===== src/hdl/rvtsc_pkg.sv =====
// Package for the velocity texture and spin censor.
// Holds register indexes, reset values, interest levels and small helpers.
// No dependencies.
package rvtsc_pkg;

  localparam int MAX_GATES_DEF    = 4096;
  localparam int WINDOW_GATES_DEF = 5;

  localparam logic [1:0] REG_NYQUIST   = 2'd0;
  localparam logic [1:0] REG_TEX_UPPER = 2'd1;
  localparam logic [1:0] REG_THRESHOLD = 2'd2;

  localparam logic [14:0] NYQUIST_RST   = 15'd6400;
  localparam logic [15:0] TEX_UPPER_RST = 16'd49152;
  localparam logic [15:0] THRESHOLD_RST = 16'd19661;

  localparam logic [15:0] LOW_INTEREST  = 16'd655;
  localparam logic [15:0] HIGH_INTEREST = 16'd64881;
  localparam logic [15:0] SAT_INTEREST  = 16'd65535;

  // S-curve numerator: a 32-bit square scaled by 2^17
  localparam int CURVE_NUM_W = 49;
  localparam int DIVISOR_W   = 32;

  // a folded difference can reach nearly 2^16 when Nyquist is small
  function automatic logic [16:0] mag17(input logic signed [16:0] x);
    logic [16:0] n;
    begin
      n = x[16] ? 17'(-x) : 17'(x);
      mag17 = n;
    end
  endfunction

endpackage


===== src/hdl/rvtsc_div.sv =====
// Bit-serial restoring divider, one quotient bit per cycle.
// The dividend is left-aligned; steps sets how many bits are taken.
// Depends on rvtsc_pkg.
module rvtsc_div #(
  parameter int DW  = rvtsc_pkg::CURVE_NUM_W,
  parameter int VW  = rvtsc_pkg::DIVISOR_W,
  parameter int STW = $clog2(DW + 1)
) (
  input  logic          clk,
  input  logic          rst,
  input  logic          start,
  input  logic [DW-1:0] dividend,
  input  logic [VW-1:0] divisor,
  input  logic [STW-1:0] steps,
  output logic          done,
  output logic [DW-1:0] quotient
);

  logic           busy;
  logic [STW-1:0] cnt;
  logic [DW-1:0]  dreg;
  logic [VW-1:0]  dvs;
  logic [VW:0]    rem;
  logic [VW:0]    rem_sh;
  logic [VW:0]    rem_next;
  logic           ge;

  always_comb begin
    rem_sh   = {rem[VW-1:0], dreg[DW-1]};
    ge       = rem_sh >= {1'b0, dvs};
    rem_next = ge ? (rem_sh - {1'b0, dvs}) : rem_sh;
  end

  always_ff @(posedge clk) begin
    if (rst) begin
      busy <= 1'b0;
      done <= 1'b0;
      cnt  <= '0;
    end else begin
      done <= 1'b0;
      if (start) begin
        busy <= 1'b1;
        cnt  <= steps;
      end else if (busy) begin
        cnt <= cnt - STW'(1);
        if (cnt == STW'(1)) begin
          busy <= 1'b0;
          done <= 1'b1;
        end
      end
    end
  end

  always_ff @(posedge clk) begin
    if (start) begin
      dreg     <= dividend;
      dvs      <= divisor;
      rem      <= '0;
      quotient <= '0;
    end else if (busy) begin
      dreg     <= {dreg[DW-2:0], 1'b0};
      rem      <= rem_next;
      quotient <= {quotient[DW-2:0], ge};
    end
  end

endmodule


===== src/hdl/rvtsc_sqrt.sv =====
// Bit-serial integer square root, two radicand bits per cycle.
// Gives floor(sqrt(radicand)) in root.
// No package dependencies.
module rvtsc_sqrt #(
  parameter int SQW = 52,
  parameter int RTW = SQW / 2
) (
  input  logic           clk,
  input  logic           rst,
  input  logic           start,
  input  logic [SQW-1:0] radicand,
  output logic           done,
  output logic [RTW-1:0] root
);

  localparam int CW = $clog2(RTW + 1);

  logic          busy;
  logic [CW-1:0] cnt;
  logic [SQW-1:0] rad;
  logic [RTW:0]   rem;
  logic [RTW+2:0] rem_sh;
  logic [RTW+2:0] trial;
  logic [RTW+2:0] rem_next;
  logic           ge;

  always_comb begin
    rem_sh   = {rem, rad[SQW-1:SQW-2]};
    trial    = {1'b0, root, 2'b01};
    ge       = rem_sh >= trial;
    rem_next = ge ? (rem_sh - trial) : rem_sh;
  end

  always_ff @(posedge clk) begin
    if (rst) begin
      busy <= 1'b0;
      done <= 1'b0;
      cnt  <= '0;
    end else begin
      done <= 1'b0;
      if (start) begin
        busy <= 1'b1;
        cnt  <= CW'(RTW);
      end else if (busy) begin
        cnt <= cnt - CW'(1);
        if (cnt == CW'(1)) begin
          busy <= 1'b0;
          done <= 1'b1;
        end
      end
    end
  end

  always_ff @(posedge clk) begin
    if (start) begin
      rad  <= radicand;
      rem  <= '0;
      root <= '0;
    end else if (busy) begin
      rad  <= {rad[SQW-3:0], 2'b00};
      rem  <= rem_next[RTW:0];
      root <= {root[RTW-2:0], ge};
    end
  end

endmodule


===== src/hdl/radar_velocity_texture_spin_censor_unit.sv =====
// Top level of the velocity texture and spin censor.
// Depends on rvtsc_pkg, rvtsc_div and rvtsc_sqrt.
//
// Usage:
//   Input channel (in_valid/in_ready) takes one range gate per transaction:
//   velocity, missing flag and end_of_beam. Output channel (out_valid/
//   out_ready) returns one result per transaction, WINDOW_GATES/2 gates late;
//   the end_of_beam gate also releases the remaining gates of the beam, the
//   last one marked beam_done.
//   Gates are worked one at a time. A gate with a full window runs the
//   squares, then the shared serial divider for the mean square (one bit a
//   cycle, 32+clog2(WINDOW_GATES) bits), the serial square root, the divide
//   by Nyquist and up to two S-curve divides (a trivial end of the curve
//   skips its divide). Gates at the beam start skip the arithmetic. The
//   serial divider sets the rate.
//   A finished result waits in the output register while the next gate is
//   already taken; a stalled receiver holds the block only when a further
//   result is due.
//   Reset (rst, synchronous) clears the windows, gate counter and out_valid
//   and loads the register defaults. Configuration writes (cfg_we, cfg_index,
//   cfg_data) are taken unchecked; the user must make them only while idle.
module radar_velocity_texture_spin_censor_unit #(
  parameter int MAX_GATES    = rvtsc_pkg::MAX_GATES_DEF,
  parameter int WINDOW_GATES = rvtsc_pkg::WINDOW_GATES_DEF
) (
  input  logic               clk,
  input  logic               rst,
  input  logic               cfg_we,
  input  logic [1:0]         cfg_index,
  input  logic [15:0]        cfg_data,
  input  logic               in_valid,
  output logic               in_ready,
  input  logic signed [15:0] gate_velocity,
  input  logic               velocity_missing,
  input  logic               end_of_beam,
  output logic               out_valid,
  input  logic               out_ready,
  output logic [11:0]        gate_index,
  output logic               censor,
  output logic [15:0]        texture_interest,
  output logic [15:0]        spin_interest,
  output logic               beam_done
);

  localparam int HALF = WINDOW_GATES / 2;
  localparam int CW   = $clog2(MAX_GATES);
  localparam int SUMW = 32 + $clog2(WINDOW_GATES);
  localparam int SQW  = SUMW + 16 + ((SUMW + 16) % 2);
  localparam int RTW  = SQW / 2;
  localparam int TW   = RTW + 8;
  localparam int NUMW = rvtsc_pkg::CURVE_NUM_W;
  localparam int DW   = (TW > NUMW) ? ((TW > SUMW) ? TW : SUMW) :
                        ((NUMW > SUMW) ? NUMW : SUMW);
  localparam int STW  = $clog2(DW + 1);
  localparam int KW   = $clog2(WINDOW_GATES);
  localparam int FW   = $clog2(HALF) + 1;
  localparam int SCW  = $clog2(WINDOW_GATES + 1);

  localparam logic [3:0] ST_IDLE    = 4'd0;
  localparam logic [3:0] ST_SQ      = 4'd1;
  localparam logic [3:0] ST_MS_GO   = 4'd2;
  localparam logic [3:0] ST_MS_WAIT = 4'd3;
  localparam logic [3:0] ST_RT_GO   = 4'd4;
  localparam logic [3:0] ST_RT_WAIT = 4'd5;
  localparam logic [3:0] ST_TD_GO   = 4'd6;
  localparam logic [3:0] ST_TD_WAIT = 4'd7;
  localparam logic [3:0] ST_CV_X    = 4'd8;
  localparam logic [3:0] ST_CV_SQ   = 4'd9;
  localparam logic [3:0] ST_CV_GO   = 4'd10;
  localparam logic [3:0] ST_CV_WAIT = 4'd11;
  localparam logic [3:0] ST_PR      = 4'd12;
  localparam logic [3:0] ST_PR_CMP  = 4'd13;
  localparam logic [3:0] ST_EMIT    = 4'd14;
  localparam logic [3:0] ST_FLUSH   = 4'd15;

  // configuration
  logic [14:0] nyquist;
  logic [15:0] tex_upper;
  logic [15:0] threshold;

  always_ff @(posedge clk) begin
    if (rst) begin
      nyquist   <= rvtsc_pkg::NYQUIST_RST;
      tex_upper <= rvtsc_pkg::TEX_UPPER_RST;
      threshold <= rvtsc_pkg::THRESHOLD_RST;
    end else if (cfg_we) begin
      unique case (cfg_index)
        rvtsc_pkg::REG_NYQUIST:   nyquist   <= cfg_data[14:0];
        rvtsc_pkg::REG_TEX_UPPER: tex_upper <= cfg_data;
        rvtsc_pkg::REG_THRESHOLD: threshold <= cfg_data;
        default: ;
      endcase
    end
  end

  logic [3:0]  state;
  logic [14:0] nyq_eff;
  logic        accept;

  logic signed [15:0] vw [WINDOW_GATES];
  logic               mw [WINDOW_GATES];
  logic signed [16:0] dw [WINDOW_GATES];
  logic signed [16:0] work [WINDOW_GATES];
  logic [CW-1:0]      gate_counter;
  logic [CW-1:0]      g_cur;
  logic               eob_cur;

  logic signed [18:0] diff_raw;
  logic signed [18:0] diff_fold;
  logic signed [18:0] nyq_s;
  logic signed [16:0] d_new;

  assign nyq_eff  = (nyquist == 15'd0) ? 15'd1 : nyquist;
  assign in_ready = (state == ST_IDLE);
  assign accept   = in_valid && in_ready;

  always_comb begin
    nyq_s    = $signed({4'b0, nyq_eff});
    diff_raw = 19'(gate_velocity) - 19'(vw[WINDOW_GATES-1]);
    if (diff_raw > nyq_s) begin
      diff_fold = diff_raw - (nyq_s <<< 1);
    end else if (diff_raw < -nyq_s) begin
      diff_fold = diff_raw + (nyq_s <<< 1);
    end else begin
      diff_fold = diff_raw;
    end
    if (gate_counter == '0) begin
      d_new = '0;
    end else if (velocity_missing || mw[WINDOW_GATES-1]) begin
      d_new = $signed(17'(nyq_eff >> 1));
    end else begin
      d_new = diff_fold[16:0];
    end
  end

  // spin count over adjacent difference pairs
  logic [KW-1:0] k_comb;
  always_comb begin
    logic opp;
    logic big;
    k_comb = '0;
    for (int i = 1; i < WINDOW_GATES; i++) begin
      opp = (dw[i-1] < 0 && dw[i] > 0) || (dw[i-1] > 0 && dw[i] < 0);
      big = ({rvtsc_pkg::mag17(dw[i-1]), 2'b00} > 19'(nyq_eff)) ||
            ({rvtsc_pkg::mag17(dw[i]), 2'b00} > 19'(nyq_eff));
      if (mw[i] || mw[i-1] || (opp && big)) begin
        k_comb = k_comb + KW'(1);
      end
    end
  end

  // shared multiplier
  logic [16:0] mul_a;
  logic [16:0] mul_b;
  logic [33:0] prod;

  // datapath registers
  logic [SCW-1:0]  sq_cnt;
  logic [SUMW-1:0] sum;
  logic [SUMW-1:0] ms;
  logic [RTW-1:0]  rt;
  logic [TW-1:0]   tq;
  logic [KW-1:0]   k_reg;
  logic            phase;
  logic            cv_low;
  logic [15:0]     cv_a;
  logic [31:0]     den;
  logic [15:0]     ti;
  logic [15:0]     si;
  logic            cen;
  logic [FW-1:0]   fi;

  logic [TW-1:0] cv_x;
  logic [15:0]   cv_x1;
  logic [15:0]   cv_x16;
  logic [16:0]   cv_q;
  logic [15:0]   cv_res;

  always_comb begin
    cv_x   = phase ? TW'(k_reg) : tq;
    cv_x1  = phase ? 16'(WINDOW_GATES - 1) : tex_upper;
    cv_x16 = cv_x[15:0];
  end

  always_comb begin
    mul_a = '0;
    mul_b = '0;
    unique case (state)
      ST_SQ: begin
        mul_a = rvtsc_pkg::mag17(work[0]);
        mul_b = rvtsc_pkg::mag17(work[0]);
      end
      ST_CV_X: begin
        mul_a = 17'(cv_x1);
        mul_b = 17'(cv_x1);
      end
      ST_CV_SQ: begin
        mul_a = 17'(cv_a);
        mul_b = 17'(cv_a);
      end
      ST_PR: begin
        mul_a = 17'(ti);
        mul_b = 17'(si);
      end
      default: ;
    endcase
  end

  always_ff @(posedge clk) begin
    prod <= mul_a * mul_b;
  end

  // serial units
  logic            div_start;
  logic [DW-1:0]   div_dividend;
  logic [31:0]     div_divisor;
  logic [STW-1:0]  div_steps;
  logic            div_done;
  logic [DW-1:0]   div_quot;
  logic            rt_start;
  logic            rt_done;
  logic [RTW-1:0]  rt_root;

  always_comb begin
    div_start    = 1'b0;
    div_dividend = '0;
    div_divisor  = '0;
    div_steps    = '0;
    unique case (state)
      ST_MS_GO: begin
        div_start    = 1'b1;
        div_dividend = DW'(sum) << (DW - SUMW);
        div_divisor  = 32'(WINDOW_GATES);
        div_steps    = STW'(SUMW);
      end
      ST_TD_GO: begin
        div_start    = 1'b1;
        div_dividend = DW'({rt, 8'b0}) << (DW - TW);
        div_divisor  = 32'(nyq_eff);
        div_steps    = STW'(TW);
      end
      ST_CV_GO: begin
        div_start    = 1'b1;
        div_dividend = DW'({prod[31:0], 17'b0}) << (DW - NUMW);
        div_divisor  = den;
        div_steps    = STW'(NUMW);
      end
      default: ;
    endcase
  end

  assign rt_start = (state == ST_RT_GO);

  rvtsc_div #(
    .DW (DW),
    .VW (rvtsc_pkg::DIVISOR_W),
    .STW(STW)
  ) u_div (
    .clk     (clk),
    .rst     (rst),
    .start   (div_start),
    .dividend(div_dividend),
    .divisor (div_divisor),
    .steps   (div_steps),
    .done    (div_done),
    .quotient(div_quot)
  );

  rvtsc_sqrt #(
    .SQW(SQW),
    .RTW(RTW)
  ) u_sqrt (
    .clk     (clk),
    .rst     (rst),
    .start   (rt_start),
    .radicand(SQW'({ms, 16'b0})),
    .done    (rt_done),
    .root    (rt_root)
  );

  always_comb begin
    cv_q = div_quot[16:0];
    if (cv_low) begin
      cv_res = cv_q[15:0];
    end else if (cv_q == 17'd0) begin
      cv_res = rvtsc_pkg::SAT_INTEREST;
    end else begin
      cv_res = 16'(17'h10000 - cv_q);
    end
  end

  logic slot_free;
  logic emit;
  assign slot_free = !out_valid || out_ready;
  assign emit      = slot_free && ((state == ST_EMIT) ||
                                   ((state == ST_FLUSH) && (g_cur >= CW'(fi))));

  // sequencer
  always_ff @(posedge clk) begin
    if (rst) begin
      state        <= ST_IDLE;
      gate_counter <= '0;
      out_valid    <= 1'b0;
      phase        <= 1'b0;
      sq_cnt       <= '0;
      fi           <= '0;
      for (int i = 0; i < WINDOW_GATES; i++) begin
        vw[i] <= '0;
        mw[i] <= 1'b0;
        dw[i] <= '0;
      end
    end else begin
      if (emit) begin
        out_valid <= 1'b1;
      end else if (out_valid && out_ready) begin
        out_valid <= 1'b0;
      end
      unique case (state)
        ST_IDLE: begin
          if (accept) begin
            for (int i = 0; i < WINDOW_GATES - 1; i++) begin
              vw[i]   <= vw[i+1];
              mw[i]   <= mw[i+1];
              dw[i]   <= dw[i+1];
              work[i] <= dw[i+1];
            end
            vw[WINDOW_GATES-1]   <= gate_velocity;
            mw[WINDOW_GATES-1]   <= velocity_missing;
            dw[WINDOW_GATES-1]   <= d_new;
            work[WINDOW_GATES-1] <= d_new;
            g_cur   <= gate_counter;
            eob_cur <= end_of_beam;
            sum     <= '0;
            sq_cnt  <= '0;
            phase   <= 1'b0;
            fi      <= FW'(HALF - 1);
            ti      <= '0;
            si      <= '0;
            cen     <= 1'b0;
            if (end_of_beam) begin
              gate_counter <= '0;
            end else if (gate_counter < CW'(MAX_GATES - 1)) begin
              gate_counter <= gate_counter + CW'(1);
            end
            if (gate_counter >= CW'(WINDOW_GATES - 1)) begin
              state <= ST_SQ;
            end else if (gate_counter >= CW'(HALF)) begin
              state <= ST_EMIT;
            end else if (end_of_beam) begin
              state <= ST_FLUSH;
            end
          end
        end
        ST_SQ: begin
          // square one difference a cycle, add the previous square
          if (sq_cnt == '0) begin
            k_reg <= k_comb;
          end else begin
            sum <= sum + SUMW'(prod);
          end
          for (int i = 0; i < WINDOW_GATES - 1; i++) begin
            work[i] <= work[i+1];
          end
          sq_cnt <= sq_cnt + SCW'(1);
          if (sq_cnt == SCW'(WINDOW_GATES)) begin
            state <= ST_MS_GO;
          end
        end
        ST_MS_GO: state <= ST_MS_WAIT;
        ST_MS_WAIT: begin
          if (div_done) begin
            ms    <= div_quot[SUMW-1:0];
            state <= ST_RT_GO;
          end
        end
        ST_RT_GO: state <= ST_RT_WAIT;
        ST_RT_WAIT: begin
          if (rt_done) begin
            rt    <= rt_root;
            state <= ST_TD_GO;
          end
        end
        ST_TD_GO: state <= ST_TD_WAIT;
        ST_TD_WAIT: begin
          if (div_done) begin
            tq    <= div_quot[TW-1:0];
            state <= ST_CV_X;
          end
        end
        ST_CV_X: begin
          // trivial ends of the curve skip the divide
          if (cv_x == '0 || cv_x >= TW'(cv_x1)) begin
            if (phase) begin
              si    <= (cv_x == '0) ? rvtsc_pkg::LOW_INTEREST : rvtsc_pkg::HIGH_INTEREST;
              state <= ST_PR;
            end else begin
              ti    <= (cv_x == '0) ? rvtsc_pkg::LOW_INTEREST : rvtsc_pkg::HIGH_INTEREST;
              phase <= 1'b1;
            end
          end else begin
            cv_low <= {cv_x16, 1'b0} <= {1'b0, cv_x1};
            cv_a   <= ({cv_x16, 1'b0} <= {1'b0, cv_x1}) ? cv_x16 : (cv_x1 - cv_x16);
            state  <= ST_CV_SQ;
          end
        end
        ST_CV_SQ: begin
          den   <= prod[31:0];
          state <= ST_CV_GO;
        end
        ST_CV_GO: state <= ST_CV_WAIT;
        ST_CV_WAIT: begin
          if (div_done) begin
            if (phase) begin
              si    <= cv_res;
              state <= ST_PR;
            end else begin
              ti    <= cv_res;
              phase <= 1'b1;
              state <= ST_CV_X;
            end
          end
        end
        ST_PR: state <= ST_PR_CMP;
        ST_PR_CMP: begin
          cen   <= prod > {2'b00, threshold, 16'b0};
          state <= ST_EMIT;
        end
        ST_EMIT: begin
          if (slot_free) begin
            gate_index       <= 12'(g_cur - CW'(HALF));
            censor           <= cen;
            texture_interest <= ti;
            spin_interest    <= si;
            beam_done        <= 1'b0;
            state            <= eob_cur ? ST_FLUSH : ST_IDLE;
          end
        end
        ST_FLUSH: begin
          // release the tail gates, skipping any the beam never had
          if (g_cur < CW'(fi) || slot_free) begin
            if (g_cur >= CW'(fi)) begin
              gate_index       <= 12'(g_cur - CW'(fi));
              censor           <= 1'b0;
              texture_interest <= '0;
              spin_interest    <= '0;
              beam_done        <= (fi == '0);
            end
            if (fi == '0) begin
              state <= ST_IDLE;
            end else begin
              fi <= fi - FW'(1);
            end
          end
        end
        default: state <= ST_IDLE;
      endcase
    end
  end

endmodule


===== config.mk =====
export PLATFORM = sky130hd
export DESIGN_NAME = radar_velocity_texture_spin_censor_unit
export DESIGN_NICKNAME = d
export VERILOG_FILES = /design/src/hdl/rvtsc_pkg.sv /design/src/hdl/rvtsc_div.sv /design/src/hdl/rvtsc_sqrt.sv /design/src/hdl/radar_velocity_texture_spin_censor_unit.sv
export SDC_FILE = /design/constraint.sdc
export NUM_CORES = 2
export LEC_CHECK = 0
export ABC_AREA = 1
export ABC_CLOCK_PERIOD_IN_PS = 8600
export BUFFER_PORTS_ARGS = -buffer_cell sky130_fd_sc_hd__buf_4
export CORE_ASPECT_RATIO = 0.8
export CORE_MARGIN = 2
export CORE_UTILIZATION = 35
export DETAILED_ROUTE_END_ITERATION = 16
export GPL_TIMING_DRIVEN = 0
export SYNTH_ARGS = -nofsm -noshare
export SYNTH_HDL_FRONTEND = slang
export SYNTH_SLANG_ARGS = --single-unit

===== constraint.sdc =====
create_clock -name clk -period 8.6 [get_ports clk]
set_input_delay 1.72 -clock clk [delete_from_list [all_inputs] [get_ports clk]]
set_output_delay 1.72 -clock clk [all_outputs]
set_load 0.01 [all_outputs]

==> flow_summary_export.csv <==
group,metric,value,unit
sta,setup_viol,0,
pwr,comb_power_share,50.5,%
sta,final_min_period_over_clock_period,95.52,%
placed_design,post_dp_cell_area,60120,µm²
routing,wirelength,185800,µm
placed_design,hpwlAfterDp,149300,µm
sta,tightest_slew,1.369,ns
layout,drive_above_1_share,7.947,%
yosys,ys_async_sr_fraction,0,%
yosys,synthDominantAreaCellType,"sky130_fd_sc_hd__edfxtp_1",
layout,design_area,63370,µm²
yosys,synth.top_cells.by_area,"sky130_fd_sc_hd__edfxtp_1, sky130_fd_sc_hd__nand2_1, sky130_fd_sc_hd__ha_1",
pwr,power.density_cell_area,316.5,nW/µm²
grt,grt_antenna_before_repair,5,
routing,drcViolationCount,0,
yosys,yosys_register_bits,807,
yosys,post_synthesis_compound_gate_area_fraction,11.00,%
critical_path,worstRegToRegCells,28,
critical_path,cp-startpoint,"state[2]",
grt,grt_start_max_net_pins,67,
critical_path,ff2ff_setup_slack,0.39,ns
pwr,power.ir.vdd_worst,0.0002237,V
yosys,yosys-mux-area-fraction,0,%
outcome,outcome,"completed",
yosys,synth-warning-count,0,
sta,max-slew-margin-rel,8.017,%
flow_run,max-cap-violations,0,
die,rows,131,
routing,drt-wirelength-per-cell,20.27,µm
critical_path,crit_path_max_fanout,10,
pwr,internal-power,0.01083,W
layout,final_common_cell,"sky130_fd_sc_hd__nand2_1",
yosys,synth_flop_cell,"sky130_fd_sc_hd__edfxtp_1",
layout,most-common-layout-cells,"sky130_fd_sc_hd__nand2_1, sky130_fd_sc_hd__inv_1, sky130_fd_sc_hd__nor2_1",
yosys,netlist-cell-type-count,82,
sta,finalWorstPathRequiredPeriod,8.215,ns
critical_path,regToRegEndpoint,"prod[33]",
clocking,cts-root-buf,"sky130_fd_sc_hd__clkbuf_16",
clocking,clkSinkCount,807,
placed_design,io_buffers,87,
pwr,swShare,46.01,%
pwr,clockPowerShare,20.7,%
die,die_w,452.7,µm
grt,grt-ovfl-total,0,
yosys,synth.avg_cell_area,8.371,µm²
routing,avgViaCountPerCell,5.139,
critical_path,crit_path_capture,"prod[33]",
yosys,synth_adder_area_share,17.80,%
min_path,worst_hold_path_type,"flop to flop",
clocking,clock_insertion_delay_worst_skew,0.71,ns
sta,fmax,121.7,MHz
grt,gr-usage-all-layers,22.23,%
clocking,path_clk_slew,0.07,ns
yosys,synth_sequential_area_ratio,38.73,%
clocking,cts_max_level,3,
yosys,post_synth_xor_area_fraction,3.279,%
critical_path,crit-reg2reg-launch,"state[2]",
yosys,post_synth_edffs,567,
layout,layout-area-overhead-vs-synth,12.43,%
die,die-area,164300,µm²
sta,final_max_slew_viol_count,0,
routing,drt_pre_antenna_iters,7,
critical_path,slowest_delay,0.63,ns
grt,grt_pass1_wl,277100,µm
critical_path,startpoint_type,"flop",
placed_design,gp_congestion,0.9963,
die,die_height,362.9,µm
yosys,syn_inst,6733,
sta,grt_setup_unrepaired,"no",
grt,grt_pass1_vias,44230,
sta,worst_clock_skew,0.03243,ns
clocking,cts_buffer_count,91,
critical_path,critical_path.slowest_cell,"sky130_fd_sc_hd__fa_1",
layout,num-nets-final,7659,
routing,num_vias,47090,
die,starting_density,35.30,%
routing,detailedRoute.firstIterationViolations,5130,
clocking,cts_tree,"done",
die,placeableCoreArea,159600,µm²
pwr,seqPwrFrac,28.8,%
clocking,cts_hold_repair.buffers,0,
yosys,synth-simple-area-share,19.65,%
pwr,p_sw,0.009229,W
layout,reg.largest.list,"dw: 85 flops, work: 85 flops, u_sqrt.rad: 36 flops",
yosys,synth_largest_type_area_fraction,30.21,%
yosys,synth_top_family_by_area,"simple AND/OR/NAND/NOR gates",
critical_path,crit_top_cell,"sky130_fd_sc_hd__fa_1",
yosys,synthesis.area,56360,µm²
routing,antenna_left,0,
critical_path,critical_path_required,9.19,ns
critical_path,crit_arrival,8.80,ns
sta,setup_ws,0.3855,ns
die,boundaryPins,89,
pwr,total_leakage_power,29.56,nW
clocking,cts_buffer_depth,3,
critical_path,setup.worst_path.end_class,"flop",
critical_path,path_class,"flop to flop",
placed_design,detailedPlace.worstSlack,0.1312,ns
sta,timing_hold_violations_final,0,
==> per-layer routing <==
layer  track usage, %  vias up  routed length [µm]
met3            4.264      253               15860
met1            33.55    22700               88390
met5                0        -                   0
met2            31.72     1786               75850
met4            6.725        0                5668
li1                 -    22350                   -
==> synth_stat cells, drive strengths merged, types with 12 or more instances <==
cell / n
edfxtp: 567
a21o: 19
xor2: 150
o21bai: 17
a211oi: 14
nand3b: 18
o21a: 15
nor4: 29
nand4: 83
xnor2: 61
a221oi: 12
a22oi: 62
inv: 1158
a31oi: 23
nor2: 693
nand2: 1472
or2: 18
ha: 432
dfxtp: 240
nand3: 228
clkbuf: 105
o21ai: 375
buf: 94
a21oi: 421
o211ai: 45
nor3: 79
fa: 231
==> per-stage QoR <==
stage | utilization, % | TNS (ns) | total power [W] | instances | hold WS, ns
final | 39.69 | 0 | 0.02006 | 9163 | 0.4349
after global routing | 39.69 | 0 | 0.02145 | 9162 | 0.4516
after CTS | 39.65 | 0 | 0.01995 | 9160 | 0.4366
after detailed placement | 37.66 | 0 | 0.01576 | 8988 | 0.4224
after global placement | 37.41 | -71.32 | 0.01566 | 8962 | 0.4154
after floorplan | - | 0 | 0.01248 | 6747 | 0.4082
==> repair_timing <==
action                                  4_1_cts  5_1_grt
endpoints found under the setup margin        0        6
setup buffers                                 0        2
gates resized for setup                       0        9
==> layout make-up <==
type	instances	area, µm²
fillers	16240	96280
multi-input cells	4578	29310
flip-flops and latches	807	21830
inverters	1162	4365
clock buffers	130	2703
well taps	2128	2663
repair buffers	115	1007
plain buffers	200	1005
clock inverters	42	479.2
diodes	1	2.502
==> worst min-delay path by stage <==
stage                 to  depth (start not counted)              from
2_1_floorplan  g_cur[10]                          0  gate_counter[10]
3_3_place_gp   g_cur[10]                          0  gate_counter[10]
3_5_place_dp   g_cur[10]                          0  gate_counter[10]
4_1_cts        g_cur[10]                          0  gate_counter[10]
5_1_grt        g_cur[10]                          0  gate_counter[10]
6_report       g_cur[10]                          0  gate_counter[10]
==> kinds of logic (layout without fill, tap and decap cells) <==
kind of cell,count (synthesis),in the layout
buffers and inverters,1362,1649
DFF,807,807
and+or+nand+nor,2631,2631
AOI/OAI and AO/OA,1057,1057
adders and majority gates,663,663
xor gates and xnor gates,211,211
other,2,17
==> power by group through the flow <==
stage / Combinational (W) / Clock (W) / Sequential (W)
2_1_floorplan: 0.00693 / 0 / 0.00555
3_3_place_gp: 0.00979 / 0 / 0.00587
3_5_place_dp: 0.00993 / 0 / 0.00583
4_1_cts: 0.00999 / 0.00420 / 0.00576
5_1_grt: 0.0112 / 0.00436 / 0.00584
6_report: 0.0101 / 0.00415 / 0.00579
==> worst max-delay path, delay by kind of cell (launching register included) <==
| family | cells | cell delay (ns) |
|---|---|---|
| flops | 1 | 0.51 |
| buf+inv | 7 | 1.08 |
| compound gates | 5 | 1.40 |
| xor+xnor | 1 | 0.26 |
| simple gates | 8 | 1.23 |
| fa+ha+maj | 7 | 3.57 |
Note: power is estimated with default switching activity, not from simulation.
